<file path="src/sv/rlcwf_pkg.sv">
package rlcwf_pkg;

  // command codes
  localparam logic [3:0] OP_TICK     = 4'd0;
  localparam logic [3:0] OP_SET_HUE  = 4'd1;
  localparam logic [3:0] OP_SET_RGB  = 4'd2;
  localparam logic [3:0] OP_WARM     = 4'd3;
  localparam logic [3:0] OP_COOL     = 4'd4;
  localparam logic [3:0] OP_RAINBOW  = 4'd5;
  localparam logic [3:0] OP_ON       = 4'd6;
  localparam logic [3:0] OP_OFF      = 4'd7;
  localparam logic [3:0] OP_TOGGLE   = 4'd8;

  // fade phases, six and seven both mean stopped
  localparam logic [2:0] PH_RED_YEL  = 3'd0;
  localparam logic [2:0] PH_YEL_GRN  = 3'd1;
  localparam logic [2:0] PH_GRN_TEAL = 3'd2;
  localparam logic [2:0] PH_TEAL_BLU = 3'd3;
  localparam logic [2:0] PH_BLU_MAG  = 3'd4;
  localparam logic [2:0] PH_MAG_RED  = 3'd5;
  localparam logic [2:0] PH_STOPPED  = 3'd6;

  localparam logic [7:0] LEVEL_MAX   = 8'd255;
  localparam logic [7:0] WARM_BLUE   = 8'd126;
  localparam logic [8:0] HUE_LIMIT   = 9'd360;
  localparam int         SECTOR_DEG  = 60;

  localparam int IN_DATA_W  = 40;
  localparam int OUT_DATA_W = 32;

  typedef struct packed {
    logic [7:0] red;
    logic [7:0] green;
    logic [7:0] blue;
  } levels_t;

  typedef struct packed {
    levels_t duty;
    logic    led_on;
    logic    fade_running;
  } result_t;

  typedef struct packed {
    levels_t levels;
    logic    valid;
  } hue_res_t;

endpackage

</file>
<file path="src/sv/rlcwf_hue.sv">
module rlcwf_hue (
  input  logic [8:0]        hue,
  output rlcwf_pkg::hue_res_t hue_res
);
  import rlcwf_pkg::*;

  logic [2:0] sector;
  logic [8:0] base;
  logic [5:0] frac;
  logic [6:0] frac_up;
  logic [6:0] frac_dn;
  logic [7:0] ramp_up;
  logic [7:0] ramp_dn;

  // 255 * f / 60 is exactly 17 * f / 4
  function automatic logic [7:0] ramp(input logic [6:0] x);
    logic [9:0] prod;
    prod = 10'(x) * 10'd17;
    return prod[9:2];
  endfunction

  // sector select by compares against multiples of sixty
  always_comb begin
    if (hue < 9'(SECTOR_DEG)) begin
      sector = 3'd0;
      base   = 9'd0;
    end else if (hue < 9'(2 * SECTOR_DEG)) begin
      sector = 3'd1;
      base   = 9'(SECTOR_DEG);
    end else if (hue < 9'(3 * SECTOR_DEG)) begin
      sector = 3'd2;
      base   = 9'(2 * SECTOR_DEG);
    end else if (hue < 9'(4 * SECTOR_DEG)) begin
      sector = 3'd3;
      base   = 9'(3 * SECTOR_DEG);
    end else if (hue < 9'(5 * SECTOR_DEG)) begin
      sector = 3'd4;
      base   = 9'(4 * SECTOR_DEG);
    end else begin
      sector = 3'd5;
      base   = 9'(5 * SECTOR_DEG);
    end
  end

  assign frac    = 6'(hue - base);
  assign frac_up = {1'b0, frac};
  assign frac_dn = 7'(SECTOR_DEG) - frac_up;
  assign ramp_up = ramp(frac_up);
  assign ramp_dn = ramp(frac_dn);

  always_comb begin
    hue_res.valid = (hue < HUE_LIMIT);
    case (sector)
      3'd0:    hue_res.levels = '{red: LEVEL_MAX, green: ramp_up,   blue: 8'd0};
      3'd1:    hue_res.levels = '{red: ramp_dn,   green: LEVEL_MAX, blue: 8'd0};
      3'd2:    hue_res.levels = '{red: 8'd0,      green: LEVEL_MAX, blue: ramp_up};
      3'd3:    hue_res.levels = '{red: 8'd0,      green: ramp_dn,   blue: LEVEL_MAX};
      3'd4:    hue_res.levels = '{red: ramp_up,   green: 8'd0,      blue: LEVEL_MAX};
      default: hue_res.levels = '{red: LEVEL_MAX, green: 8'd0,      blue: ramp_dn};
    endcase
  end

endmodule

</file>
<file path="src/sv/rlcwf_update.sv">
module rlcwf_update (
  input  logic                 clk,
  input  logic                 rst_n,
  input  logic                 step_en,
  input  logic [3:0]           operation,
  input  logic [23:0]          rgb_value,
  input  rlcwf_pkg::hue_res_t  hue_res,
  output rlcwf_pkg::result_t   res_nxt
);
  import rlcwf_pkg::*;

  levels_t    lv_r, lv_nxt, fade_lv;
  logic [2:0] ph_r, ph_nxt, fade_ph;
  logic       on_r, on_nxt;
  logic       running;

  assign running = (ph_r < PH_STOPPED);

  // one fade step, phase moves on when the channel reaches its end
  always_comb begin
    fade_lv = lv_r;
    fade_ph = ph_r;
    case (ph_r)
      PH_RED_YEL: begin
        if (lv_r.green != LEVEL_MAX) fade_lv.green = lv_r.green + 8'd1;
        if (fade_lv.red == LEVEL_MAX && fade_lv.green == LEVEL_MAX) fade_ph = PH_YEL_GRN;
      end
      PH_YEL_GRN: begin
        if (lv_r.red != 8'd0) fade_lv.red = lv_r.red - 8'd1;
        if (fade_lv.red == 8'd0 && fade_lv.green == LEVEL_MAX) fade_ph = PH_GRN_TEAL;
      end
      PH_GRN_TEAL: begin
        if (lv_r.blue != LEVEL_MAX) fade_lv.blue = lv_r.blue + 8'd1;
        if (fade_lv.green == LEVEL_MAX && fade_lv.blue == LEVEL_MAX) fade_ph = PH_TEAL_BLU;
      end
      PH_TEAL_BLU: begin
        if (lv_r.green != 8'd0) fade_lv.green = lv_r.green - 8'd1;
        if (fade_lv.green == 8'd0 && fade_lv.blue == LEVEL_MAX) fade_ph = PH_BLU_MAG;
      end
      PH_BLU_MAG: begin
        if (lv_r.red != LEVEL_MAX) fade_lv.red = lv_r.red + 8'd1;
        if (fade_lv.red == LEVEL_MAX && fade_lv.blue == LEVEL_MAX) fade_ph = PH_MAG_RED;
      end
      PH_MAG_RED: begin
        if (lv_r.blue != 8'd0) fade_lv.blue = lv_r.blue - 8'd1;
        if (fade_lv.red == LEVEL_MAX && fade_lv.blue == 8'd0) fade_ph = PH_RED_YEL;
      end
      default: ;
    endcase
  end

  always_comb begin
    lv_nxt = lv_r;
    ph_nxt = ph_r;
    on_nxt = on_r;
    case (operation)
      OP_TICK: begin
        if (running) begin
          lv_nxt = fade_lv;
          ph_nxt = fade_ph;
          on_nxt = 1'b1;
        end
      end
      OP_SET_HUE: begin
        if (hue_res.valid) lv_nxt = hue_res.levels;
        ph_nxt = PH_STOPPED;
        on_nxt = 1'b1;
      end
      OP_SET_RGB: begin
        lv_nxt = levels_t'(rgb_value);
        ph_nxt = PH_STOPPED;
        on_nxt = 1'b1;
      end
      OP_WARM: begin
        lv_nxt = '{red: LEVEL_MAX, green: LEVEL_MAX, blue: WARM_BLUE};
        ph_nxt = PH_STOPPED;
        on_nxt = 1'b1;
      end
      OP_COOL: begin
        lv_nxt = '{red: LEVEL_MAX, green: LEVEL_MAX, blue: LEVEL_MAX};
        ph_nxt = PH_STOPPED;
        on_nxt = 1'b1;
      end
      OP_RAINBOW: begin
        if (running) begin
          ph_nxt = PH_STOPPED;
        end else begin
          lv_nxt = '{red: LEVEL_MAX, green: 8'd0, blue: 8'd0};
          ph_nxt = PH_RED_YEL;
          on_nxt = 1'b1;
        end
      end
      OP_ON: on_nxt = 1'b1;
      OP_OFF: begin
        ph_nxt = PH_STOPPED;
        on_nxt = 1'b0;
      end
      OP_TOGGLE: begin
        if (on_r) begin
          ph_nxt = PH_STOPPED;
          on_nxt = 1'b0;
        end else begin
          on_nxt = 1'b1;
        end
      end
      default: ;
    endcase
  end

  always_comb begin
    res_nxt.duty         = on_nxt ? lv_nxt : '0;
    res_nxt.led_on       = on_nxt;
    res_nxt.fade_running = (ph_nxt < PH_STOPPED);
  end

  always_ff @(posedge clk) begin
    if (!rst_n) begin
      lv_r <= '0;
      ph_r <= PH_STOPPED;
      on_r <= 1'b0;
    end else if (step_en) begin
      lv_r <= lv_nxt;
      ph_r <= ph_nxt;
      on_r <= on_nxt;
    end
  end

endmodule

</file>
<file path="src/sv/rgb_led_colour_wheel_fader_core.sv">
// channel   direction  tdata fields (lsb first)                         width
// in_*      slave      operation[3:0] hue[12:4] rgb_value[36:13] pad    40
// out_*     master     red[7:0] green[15:8] blue[23:16] on[24] fade[25] 32
//
// one transaction per cycle sustained while the output is not stalled
// an input register feeds the state update, whose result lands in the output register
// the led state advances when a command moves from the input register to the output
// rst_n is synchronous: levels zero, fade stopped, led off, both stages empty
// a stalled output holds its result; the input register keeps taking a
// transaction while the output can move on in the same cycle
module rgb_led_colour_wheel_fader_core (
  input  logic                                clk,
  input  logic                                rst_n,
  input  logic                                in_tvalid,
  output logic                                in_tready,
  // operation, hue, rgb_value, zero pad
  input  logic [rlcwf_pkg::IN_DATA_W-1:0]     in_tdata,
  output logic                                out_tvalid,
  input  logic                                out_tready,
  // red_duty, green_duty, blue_duty, led_is_on, fade_running, zero pad
  output logic [rlcwf_pkg::OUT_DATA_W-1:0]    out_tdata
);
  import rlcwf_pkg::*;

  // input stage
  logic        s1_valid_r;
  logic [3:0]  s1_op_r;
  logic [8:0]  s1_hue_r;
  logic [23:0] s1_rgb_r;

  // output stage
  logic        out_valid_r;
  result_t     out_res_r;

  logic        out_adv;
  logic        step_en;
  hue_res_t    hue_res;
  result_t     res_nxt;

  // output register can take a new result when empty or being drained
  assign out_adv   = !out_valid_r || out_tready;
  assign step_en   = s1_valid_r && out_adv;
  assign in_tready = !s1_valid_r || out_adv;

  always_ff @(posedge clk) begin
    if (!rst_n) begin
      s1_valid_r <= 1'b0;
    end else if (in_tready) begin
      s1_valid_r <= in_tvalid;
    end
  end

  always_ff @(posedge clk) begin
    if (in_tready && in_tvalid) begin
      s1_op_r  <= in_tdata[3:0];
      s1_hue_r <= in_tdata[12:4];
      s1_rgb_r <= in_tdata[36:13];
    end
  end

  rlcwf_hue u_hue (
    .hue     (s1_hue_r),
    .hue_res (hue_res)
  );

  rlcwf_update u_update (
    .clk       (clk),
    .rst_n     (rst_n),
    .step_en   (step_en),
    .operation (s1_op_r),
    .rgb_value (s1_rgb_r),
    .hue_res   (hue_res),
    .res_nxt   (res_nxt)
  );

  always_ff @(posedge clk) begin
    if (!rst_n) begin
      out_valid_r <= 1'b0;
    end else if (out_adv) begin
      out_valid_r <= s1_valid_r;
    end
  end

  always_ff @(posedge clk) begin
    if (step_en) begin
      out_res_r <= res_nxt;
    end
  end

  assign out_tvalid = out_valid_r;
  assign out_tdata  = {6'd0, out_res_r.fade_running, out_res_r.led_on,
                       out_res_r.duty.blue, out_res_r.duty.green, out_res_r.duty.red};

endmodule

</file>
<file path="config.mk">
export PLATFORM = sky130hd
export DESIGN_NAME = rgb_led_colour_wheel_fader_core
export DESIGN_NICKNAME = d
export VERILOG_FILES = /design/src/sv/rlcwf_pkg.sv /design/src/sv/rlcwf_hue.sv /design/src/sv/rlcwf_update.sv /design/src/sv/rgb_led_colour_wheel_fader_core.sv
export SDC_FILE = /design/constraint.sdc
export NUM_CORES = 1
export LEC_CHECK = 0
export BUFFER_PORTS_ARGS = -buffer_cell sky130_fd_sc_hd__buf_2
export CORE_ASPECT_RATIO = 0.8
export CORE_UTILIZATION = 38
export CTS_CLUSTER_SIZE = 24
export DETAILED_ROUTE_END_ITERATION = 16
export PLACE_DENSITY = 0.63
export SLEW_MARGIN = 20
export SYNTH_ARGS = -nofsm -noshare
export SYNTH_HDL_FRONTEND = slang
export SYNTH_SLANG_ARGS = --single-unit
</file>
<file path="constraint.sdc">
create_clock -name clk -period 4.8 [get_ports clk]
set_clock_uncertainty 0.15 [all_clocks]
set_input_delay 1.2 -clock clk [delete_from_list [all_inputs] [get_ports clk]]
set_output_delay 1.2 -clock clk [all_outputs]
set_load 0.05 [all_outputs]
</file>
# After elaboration in Yosys (flattened, before gate mapping)

Index checks and enable logic that the tools add are counted.
W data, S select, Z words.

Reduce and logical (&&, ||, !) cells: 23
Bitwise logic cells: 0
Eq/ne operators: 26
$lt $le $gt $ge: 8
Divide/modulo/power cells: 0
Muxes and demuxes: 45
Multipliers: 2
Add/subtract/negate cells: 8
Shift operators: 0

Operators with widths:

| operator               | number |
|---|---|
| $pmux W24 S6           | 1 |
| $pmux W24 S5           | 1 |
| $mux W8                | 12 |
| $mux W24               | 3 |
| $eq A8 B8 Y1 const B   | 6 |
| $pmux W8 S2            | 3 |
| $mux W3                | 13 |
| $add A8 B1 Y8 const B  | 3 |
| $logic_not A8 Y1       | 3 |
| $mux W6                | 4 |
| $ne A8 B8 Y1 const B   | 3 |
| $reduce_bool A8 Y1     | 3 |
| $sub A8 B1 Y8 const B  | 3 |
| $lt A9 B8 Y1 const B   | 2 |
| $lt A9 B9 Y1 const B   | 2 |
| $pmux W3 S6            | 1 |
| $eq A4 B3 Y1 const B   | 4 |
| $eq A3 B2 Y1 const B   | 4 |
| $pmux W3 S4            | 1 |
| $mul A6 B5 Y10 const B | 1 |
| $mul A7 B5 Y10 const B | 1 |
| $reduce_or A5 Y1       | 2 |
| $eq A3 B3 Y1 const B   | 3 |
| $lt A9 B6 Y1 const B   | 1 |
| other kinds (16)       | 32 |

Word-level logic and storage cells: 127
Memory bits (read-only): 0
Bits in registers: 93
Output and inout bits: 34
RAM bits: 0
Latch bits: 0
Memories: 0

# Logic depth before layout (Yosys ltp)

Depth after elaboration: 12
Depth in mapped cells: 23
Gate-level depth less buffers: 21

# Cells and area by module

From an unflattened synthesis, not the netlist that was laid out.

Cells, all modules: 944
Area, all modules: 7709.9 sq um

By module, submodules not included:

| module                          | times used | sequential area each (sq um) | area an instance (sq um) | cells each |
|---|---|---|---|---|
| rlcwf_update                    | 1          | 560.5                        | 4548.1                   | 708 |
| rgb_led_colour_wheel_fader_core | 1          | 1931.9                       | 2044.5                   | 79 |
| rlcwf_hue                       | 1          | 0.0                          | 1117.3                   | 157 |

# Worst setup path before layout

Ideal clock, no wire load.

Kind: reg-to-reg
Start: reg s1_hue_r[3]
End: reg out_res_r (netlist bit out_tdata[13]), data pin
Path slack: -311 ps
Required time: 4396 ps
Clock period less this slack: 5111 ps
Setup time: 254 ps
Stages on the path, launching flop included: 24
Data arrival time: 4707 ps
Path through: edfxtp_1 buf_2 o211a_1 o21ai_1 nand2b_1 clkbuf_1 a21oi_1 nor2_1 ha_1 inv_1 fa_1 clkbuf_1 o2111a_1 xnor2_1 ha_1 ha_1 fa_1 xnor2_1 a2111oi_0 a2111oi_0 o21ai_1 a21oi_1 a21oi_1 o21a_1

Word-level cells in the longest chain between the ends: 12
Elaborated cells on any way between the ends: 28
Classes of those cells: add/sub: 2; mul: 2; order compare: 6; eq/ne: 4; mux: 13; reduce/logical: 1

Ends and longest elaborated chain:

| item                   | RTL line                              | RTL |
|---|---|---|
| from (decl)            | rgb_led_colour_wheel_fader_core.sv:28 | `logic [8:0] s1_hue_r;` |
| from (signal assigned) | rgb_led_colour_wheel_fader_core.sv:56 | `s1_hue_r <= in_tdata[12:4];` |
| $lt A9 B9 Y1           | rlcwf_hue.sv:36                       | `end else if (hue < 9'(5 * SECTOR_DEG)) begin` |
| $mux W5                | rlcwf_hue.sv:36                       |  |
| $mux W6                | rlcwf_hue.sv:33                       | `end else if (hue < 9'(4 * SECTOR_DEG)) begin` |
| $mux W6                | rlcwf_hue.sv:30                       | `end else if (hue < 9'(3 * SECTOR_DEG)) begin` |
| $mux W6                | rlcwf_hue.sv:27                       | `end else if (hue < 9'(2 * SECTOR_DEG)) begin` |
| $mux W6                | rlcwf_hue.sv:24                       | `if (hue < 9'(SECTOR_DEG)) begin` |
| $sub A6 B6 Y6          | rlcwf_hue.sv:45                       | `assign frac = 6'(hue - base);` |
| $sub A6 B6 Y7          | rlcwf_hue.sv:47                       | `assign frac_dn = 7'(SECTOR_DEG) - frac_up;` |
| $mul A7 B5 Y10         | rlcwf_hue.sv:18                       | `prod = 10'(x) * 10'd17;` |
| $pmux W24 S5           | rlcwf_hue.sv:53                       | `case (sector)` |
| $mux W24 *             | rlcwf_update.sv:65                    | `if (hue_res.valid) lv_nxt = hue_res.levels;` |
| $pmux W24 S6 *         | rlcwf_update.sv:56                    | `case (operation)` |
| to (signal assigned)   | rgb_led_colour_wheel_fader_core.sv:86 | `out_res_r <= res_nxt;` |
| to (decl)              | rgb_led_colour_wheel_fader_core.sv:33 | `result_t out_res_r;` |

Mark *: on every way between the ends. The rest lies on a longest branch, timed or not.
A chain may end at the register's enable or synchronous reset.

# Final worst setup path

Start: reg s1_hue_r[5]
End: reg out_res_r (netlist bit out_tdata[13]), data pin

The elaborated chain is that of the path after synthesis.

==> flow_results.xml <==
<?xml version="1.0" encoding="UTF-8"?>
<metrics>
  <group name="worst_setup_path">
    <metric name="startpoint_type" unit="">flop</metric>
    <metric name="worst-path-stages" unit="">20</metric>
    <metric name="crit_slowest_cell" unit="">sky130_fd_sc_hd__fa_2</metric>
    <metric name="cp_max_fo" unit="">5</metric>
    <metric name="critPathKind" unit="">reg2reg</metric>
    <metric name="critical_path_arrival" unit="ps">4780</metric>
    <metric name="r2r_cells" unit="">20</metric>
    <metric name="reg2reg_to" unit="">out_tdata[13]</metric>
    <metric name="worst_path_dominant_cell_family" unit="">adder cells</metric>
    <metric name="worst-r2r-setup-slack" unit="ps">-10</metric>
    <metric name="cp.buffers_inverters" unit="">2</metric>
    <metric name="cp_cell_sequence" unit="">and3_4, buf_4, a21boi_4, a21oi_2, nor2_2, ha_2, inv_1, fa_2, o2111a_2, xnor2_2, ha_1, ha_2, fa_2, xnor2_4, a2111oi_4, a2111oi_4, o21ai_4, a21oi_4, nor2_1, o21a_1</metric>
    <metric name="worst_path_largest_cell_delay" unit="ps">550</metric>
    <metric name="worstPathRequired" unit="ps">4770</metric>
    <metric name="cp-end-kind" unit="">flop</metric>
    <metric name="critical_path.reg2reg.startpoint" unit="">s1_hue_r[5]</metric>
  </group>
  <group name="detailed_routing">
    <metric name="detailedRoute.firstIterationViolations" unit="">1027</metric>
    <metric name="drcViolationCount" unit="">0</metric>
    <metric name="detail_route.wirelength" unit="um">26300</metric>
    <metric name="dr_total_vias" unit="">7738</metric>
    <metric name="post_drt_via_cell_ratio" unit="">6.15</metric>
    <metric name="drt_first_pass_iters" unit="">5</metric>
    <metric name="detail_route.wl_per_cell" unit="um">20.9</metric>
    <metric name="final_antenna_net_count" unit="">0</metric>
  </group>
  <group name="synth">
    <metric name="syn_avg_cell_area" unit="um^2">8.29</metric>
    <metric name="yosys-mux-area-fraction" unit="%">0.821</metric>
    <metric name="syn_area" unit="mm^2">0.00762</metric>
    <metric name="post_synth_and_or_nand_nor_area_fraction" unit="%">21.6</metric>
    <metric name="register_area_share_after_synthesis" unit="%">32.7</metric>
    <metric name="netlist_top_cells_area" unit="">sky130_fd_sc_hd__edfxtp_1 (25%), sky130_fd_sc_hd__dfxtp_1 (7.9%), sky130_fd_sc_hd__a21oi_1 (4.5%), sky130_fd_sc_hd__nand2_1 (4.2%), sky130_fd_sc_hd__ha_1 (3.8%)</metric>
    <metric name="synthArstFlopShare" unit="%">0</metric>
    <metric name="postSynthCellCount" unit="">920</metric>
    <metric name="synth-edff-count" unit="">63</metric>
    <metric name="synth_top_family_by_area" unit="">compound AO/OA/AOI/OAI gates</metric>
    <metric name="synth_xor_area_share" unit="%">3.20</metric>
    <metric name="yosys_register_bits" unit="">93</metric>
    <metric name="yosys.area.top_type" unit="">sky130_fd_sc_hd__edfxtp_1</metric>
    <metric name="ys.flop_type" unit="">sky130_fd_sc_hd__edfxtp_1</metric>
    <metric name="yosysTopAreaCellShare" unit="%">24.8</metric>
    <metric name="synth_cell_type_count" unit="">89</metric>
    <metric name="yosys_synthesis_warning_count" unit="">0</metric>
    <metric name="synth-compound-area-share" unit="%">30.9</metric>
    <metric name="synthAdderAreaFrac" unit="%">4.56</metric>
  </group>
  <group name="layout">
    <metric name="final_common_cell" unit="">sky130_fd_sc_hd__nand2_1</metric>
    <metric name="layout.nets" unit="">1065</metric>
    <metric name="fraction_of_layout_cells_with_a_size_suffix_above_1" unit="%">22.2</metric>
    <metric name="most_used_cells_in_the_layout_excluding_fill_and_tap_cells" unit="">sky130_fd_sc_hd__nand2_1 (84), sky130_fd_sc_hd__buf_4 (71), sky130_fd_sc_hd__buf_2 (68)</metric>
    <metric name="diodes" unit="">0</metric>
    <metric name="syn2layout_area_growth" unit="%">19.9</metric>
    <metric name="design_area" unit="mm^2">0.00914</metric>
    <metric name="fillers" unit="">1821</metric>
  </group>
  <group name="pwr">
    <metric name="peakVddDrop" unit="uV">294</metric>
    <metric name="power_density_of_the_placed_cells" unit="mW/mm^2">296</metric>
    <metric name="cellLeakagePower" unit="nW">3.39</metric>
    <metric name="power" unit="mW">2.71</metric>
  </group>
  <group name="clock_tree">
    <metric name="clk_latency" unit="ps">370</metric>
    <metric name="cts_buffers" unit="">9</metric>
    <metric name="cts.reportedPaths.clkPinSlew" unit="ps">70</metric>
    <metric name="cts-root-buf" unit="">sky130_fd_sc_hd__clkbuf_16</metric>
    <metric name="cts_hold_repair.buffers" unit="">0</metric>
    <metric name="clock_tree_from_tritoncts" unit="">done</metric>
    <metric name="cts.sink_count" unit="">93</metric>
    <metric name="cts_max_level" unit="">3</metric>
    <metric name="cts-root-to-sink-buffers" unit="">2</metric>
  </group>
  <group name="die">
    <metric name="die_area" unit="mm^2">0.0206</metric>
    <metric name="die_w" unit="um">160</metric>
    <metric name="io_pins" unit="">78</metric>
    <metric name="starting_density_of_the_core" unit="%">39.5</metric>
    <metric name="placeableCoreArea" unit="mm^2">0.0193</metric>
    <metric name="num_rows" unit="">45</metric>
    <metric name="die_h" unit="um">129</metric>
  </group>
  <group name="timing">
    <metric name="tightestPinTransition" unit="ps">1130</metric>
    <metric name="slew_violations" unit="">0</metric>
    <metric name="worst_slew_margin_rel" unit="%">24.9</metric>
    <metric name="achievable-frequency" unit="MHz">208</metric>
    <metric name="min_period_over_period" unit="%">100</metric>
    <metric name="holdWs" unit="ps">374</metric>
    <metric name="hold_violations" unit="">0</metric>
    <metric name="grt_setup_unrepaired" unit="">true</metric>
    <metric name="worst_slack_setup_final" unit="ps">-10.6</metric>
    <metric name="final.min_clock_period" unit="ps">4810</metric>
    <metric name="setup-violations-final" unit="">1</metric>
  </group>
  <group name="global_route">
    <metric name="number_of_global_route_vias_before_repair" unit="">7023</metric>
    <metric name="track_usage" unit="%">25.9</metric>
    <metric name="grt_max_degree" unit="">38</metric>
    <metric name="grt_overflow_total" unit="">0</metric>
    <metric name="grt_first_pass_wirelength" unit="um">41100</metric>
    <metric name="antenna_violations_before_repair" unit="">0</metric>
  </group>
  <group name="outcome">
    <metric name="failed_checks" unit="">setup timing</metric>
    <metric name="outcome" unit="">complete, but fails checks</metric>
  </group>
  <group name="job">
    <metric name="maxCapViolCount" unit="">0</metric>
  </group>
  <group name="hold_path">
    <metric name="hold-path-endpoint" unit="">out_tvalid</metric>
    <metric name="min-delay-path-class" unit="">reg2reg</metric>
    <metric name="worst_hold_startpoint" unit="">s1_valid_r</metric>
    <metric name="hold_path_depth" unit="">1</metric>
  </group>
  <group name="placement">
    <metric name="hpwl" unit="um">18800</metric>
    <metric name="gp_routability_congestion" unit="">0.971</metric>
    <metric name="post-place-ws" unit="ps">-528</metric>
    <metric name="placement.io_buffers" unit="">68</metric>
    <metric name="placed_area" unit="mm^2">0.00848</metric>
  </group>
</metrics>
## flip-flops by register name, summed over array words and instances, names as in the netlist
signal         flops
u_update.ph_r      3
u_update.on_r      1
s1_op_r            4
s1_valid_r         1
u_update.lv_r     24
s1_rgb_r          24
out_tdata         26
out_tvalid         1
s1_hue_r           9
## worst register-to-register path, cell delays in order, from the launching register on
cell	delay [ps]
sky130_fd_sc_hd__edfxtp_1	510
sky130_fd_sc_hd__and3_4	230
sky130_fd_sc_hd__buf_4	140
sky130_fd_sc_hd__a21boi_4	150
sky130_fd_sc_hd__a21oi_2	50
sky130_fd_sc_hd__nor2_2	100
sky130_fd_sc_hd__ha_2	190
sky130_fd_sc_hd__inv_1	50
sky130_fd_sc_hd__fa_2	550
sky130_fd_sc_hd__o2111a_2	230
sky130_fd_sc_hd__xnor2_2	120
sky130_fd_sc_hd__ha_1	250
sky130_fd_sc_hd__ha_2	190
sky130_fd_sc_hd__fa_2	390
sky130_fd_sc_hd__xnor2_4	220
sky130_fd_sc_hd__a2111oi_4	90
sky130_fd_sc_hd__a2111oi_4	350
sky130_fd_sc_hd__o21ai_4	140
sky130_fd_sc_hd__a21oi_4	190
sky130_fd_sc_hd__nor2_1	70
sky130_fd_sc_hd__o21a_1	210
## through the flow
stage               instances  utilization (%)  TNS [ps]
finish                   1258             47.3     -10.6
floorplan                 925                -         0
detailed placement       1234             43.9     -1510
global placement         1234             43.9     -1260
CTS                      1254             46.1      -371
global route             1258             47.3      -836
## synthesized netlist by cell type (4+ instances only)
| master | n |
|---|---|
| sky130_fd_sc_hd__nor4b_1 | 7 |
| sky130_fd_sc_hd__nand4_1 | 14 |
| sky130_fd_sc_hd__and4_1 | 4 |
| sky130_fd_sc_hd__a221oi_1 | 16 |
| sky130_fd_sc_hd__nand3b_1 | 5 |
| sky130_fd_sc_hd__a21oi_1 | 68 |
| sky130_fd_sc_hd__nor3b_1 | 11 |
| sky130_fd_sc_hd__o21ai_0 | 43 |
| sky130_fd_sc_hd__ha_1 | 23 |
| sky130_fd_sc_hd__a211o_1 | 6 |
| sky130_fd_sc_hd__o221a_1 | 7 |
| sky130_fd_sc_hd__dfxtp_1 | 30 |
| sky130_fd_sc_hd__and3_1 | 11 |
| sky130_fd_sc_hd__o21a_1 | 8 |
| sky130_fd_sc_hd__and2_1 | 13 |
| sky130_fd_sc_hd__o22ai_1 | 11 |
| sky130_fd_sc_hd__buf_1 | 5 |
| sky130_fd_sc_hd__nor4_1 | 8 |
| sky130_fd_sc_hd__nor3_1 | 16 |
| sky130_fd_sc_hd__or3b_1 | 4 |
| sky130_fd_sc_hd__o211a_1 | 7 |
| sky130_fd_sc_hd__o21ai_1 | 36 |
| sky130_fd_sc_hd__nand2_1 | 85 |
| sky130_fd_sc_hd__edfxtp_1 | 63 |
| sky130_fd_sc_hd__clkbuf_1 | 51 |
| sky130_fd_sc_hd__mux2i_1 | 4 |
| sky130_fd_sc_hd__nor2_1 | 58 |
| sky130_fd_sc_hd__buf_4 | 6 |
| sky130_fd_sc_hd__nand2b_1 | 7 |
| sky130_fd_sc_hd__a211oi_1 | 16 |
| sky130_fd_sc_hd__o31ai_1 | 5 |
| sky130_fd_sc_hd__a21boi_1 | 8 |
| sky130_fd_sc_hd__a31oi_1 | 16 |
| sky130_fd_sc_hd__or4_1 | 4 |
| sky130_fd_sc_hd__a21o_1 | 8 |
| sky130_fd_sc_hd__xor2_1 | 5 |
| sky130_fd_sc_hd__xnor2_1 | 21 |
| sky130_fd_sc_hd__o211ai_1 | 23 |
| sky130_fd_sc_hd__nor2b_1 | 13 |
| sky130_fd_sc_hd__or3_1 | 11 |
| sky130_fd_sc_hd__o221ai_1 | 13 |
| sky130_fd_sc_hd__buf_2 | 21 |
| sky130_fd_sc_hd__inv_1 | 24 |
| sky130_fd_sc_hd__inv_2 | 4 |
| sky130_fd_sc_hd__nand3_1 | 30 |
## layer usage
layer	GRT usage [%]	vias up	part of all wire [%]
li1	-	3676	-
met1	39.1	3625	48
met2	37.7	402	41
met3	4.77	35	9.5
met4	6.27	0	1.7
met5	0	-	0
## cell families (layout without fill, tap and decap cells)
| logic type | Yosys count | count (layout) |
|---|---|---|
| AOI/OAI and AO/OA | 341 | 341 |
| xor gates and xnor gates | 27 | 27 |
| adders and majority gates | 26 | 26 |
| buffers and inverters | 113 | 188 |
| DFF | 93 | 93 |
| muxes | 6 | 6 |
| other | 1 | 6 |
| and+or+nand+nor | 313 | 313 |
## how the worst max path moves through the flow
stage,from,end,slack [ps]
finish,s1_hue_r[5],out_tdata[13],-10
global route,s1_hue_r[4],out_tdata[13],-190
CTS,s1_hue_r[5],out_tdata[13],-220
detailed placement,s1_hue_r[5],out_tdata[13],-530
global placement,s1_hue_r[5],out_tdata[13],-530
floorplan,s1_hue_r[3],out_tdata[13],50
## timing repair
action	in CTS	in global routing
endpoints found under the setup margin	8	18
resized for setup	17	33
pin swaps	10	32
buffers inserted	4	5
gates cloned	0	0
## cell type report
cell class | count | area [um^2] | area share (%)
clock buffers | 9 | 225 | 2.46
clock inverters | 7 | 81.3 | 0.890
inverters | 29 | 109 | 1.19
multi-input cells | 719 | 4990 | 54.6
flip-flops and latches | 93 | 2490 | 27.3
well taps | 258 | 323 | 3.53
repair buffers | 143 | 918 | 10.0
## where the power goes
group | total, mW | switching (mW) | internal (mW)
registers | 0.980 | 0.0722 | 0.907
logic | 0.956 | 0.563 | 0.394
clock network | 0.769 | 0.355 | 0.414
total | 2.71 | 0.990 | 1.71
Note: power is estimated with default switching activity, not from simulation.
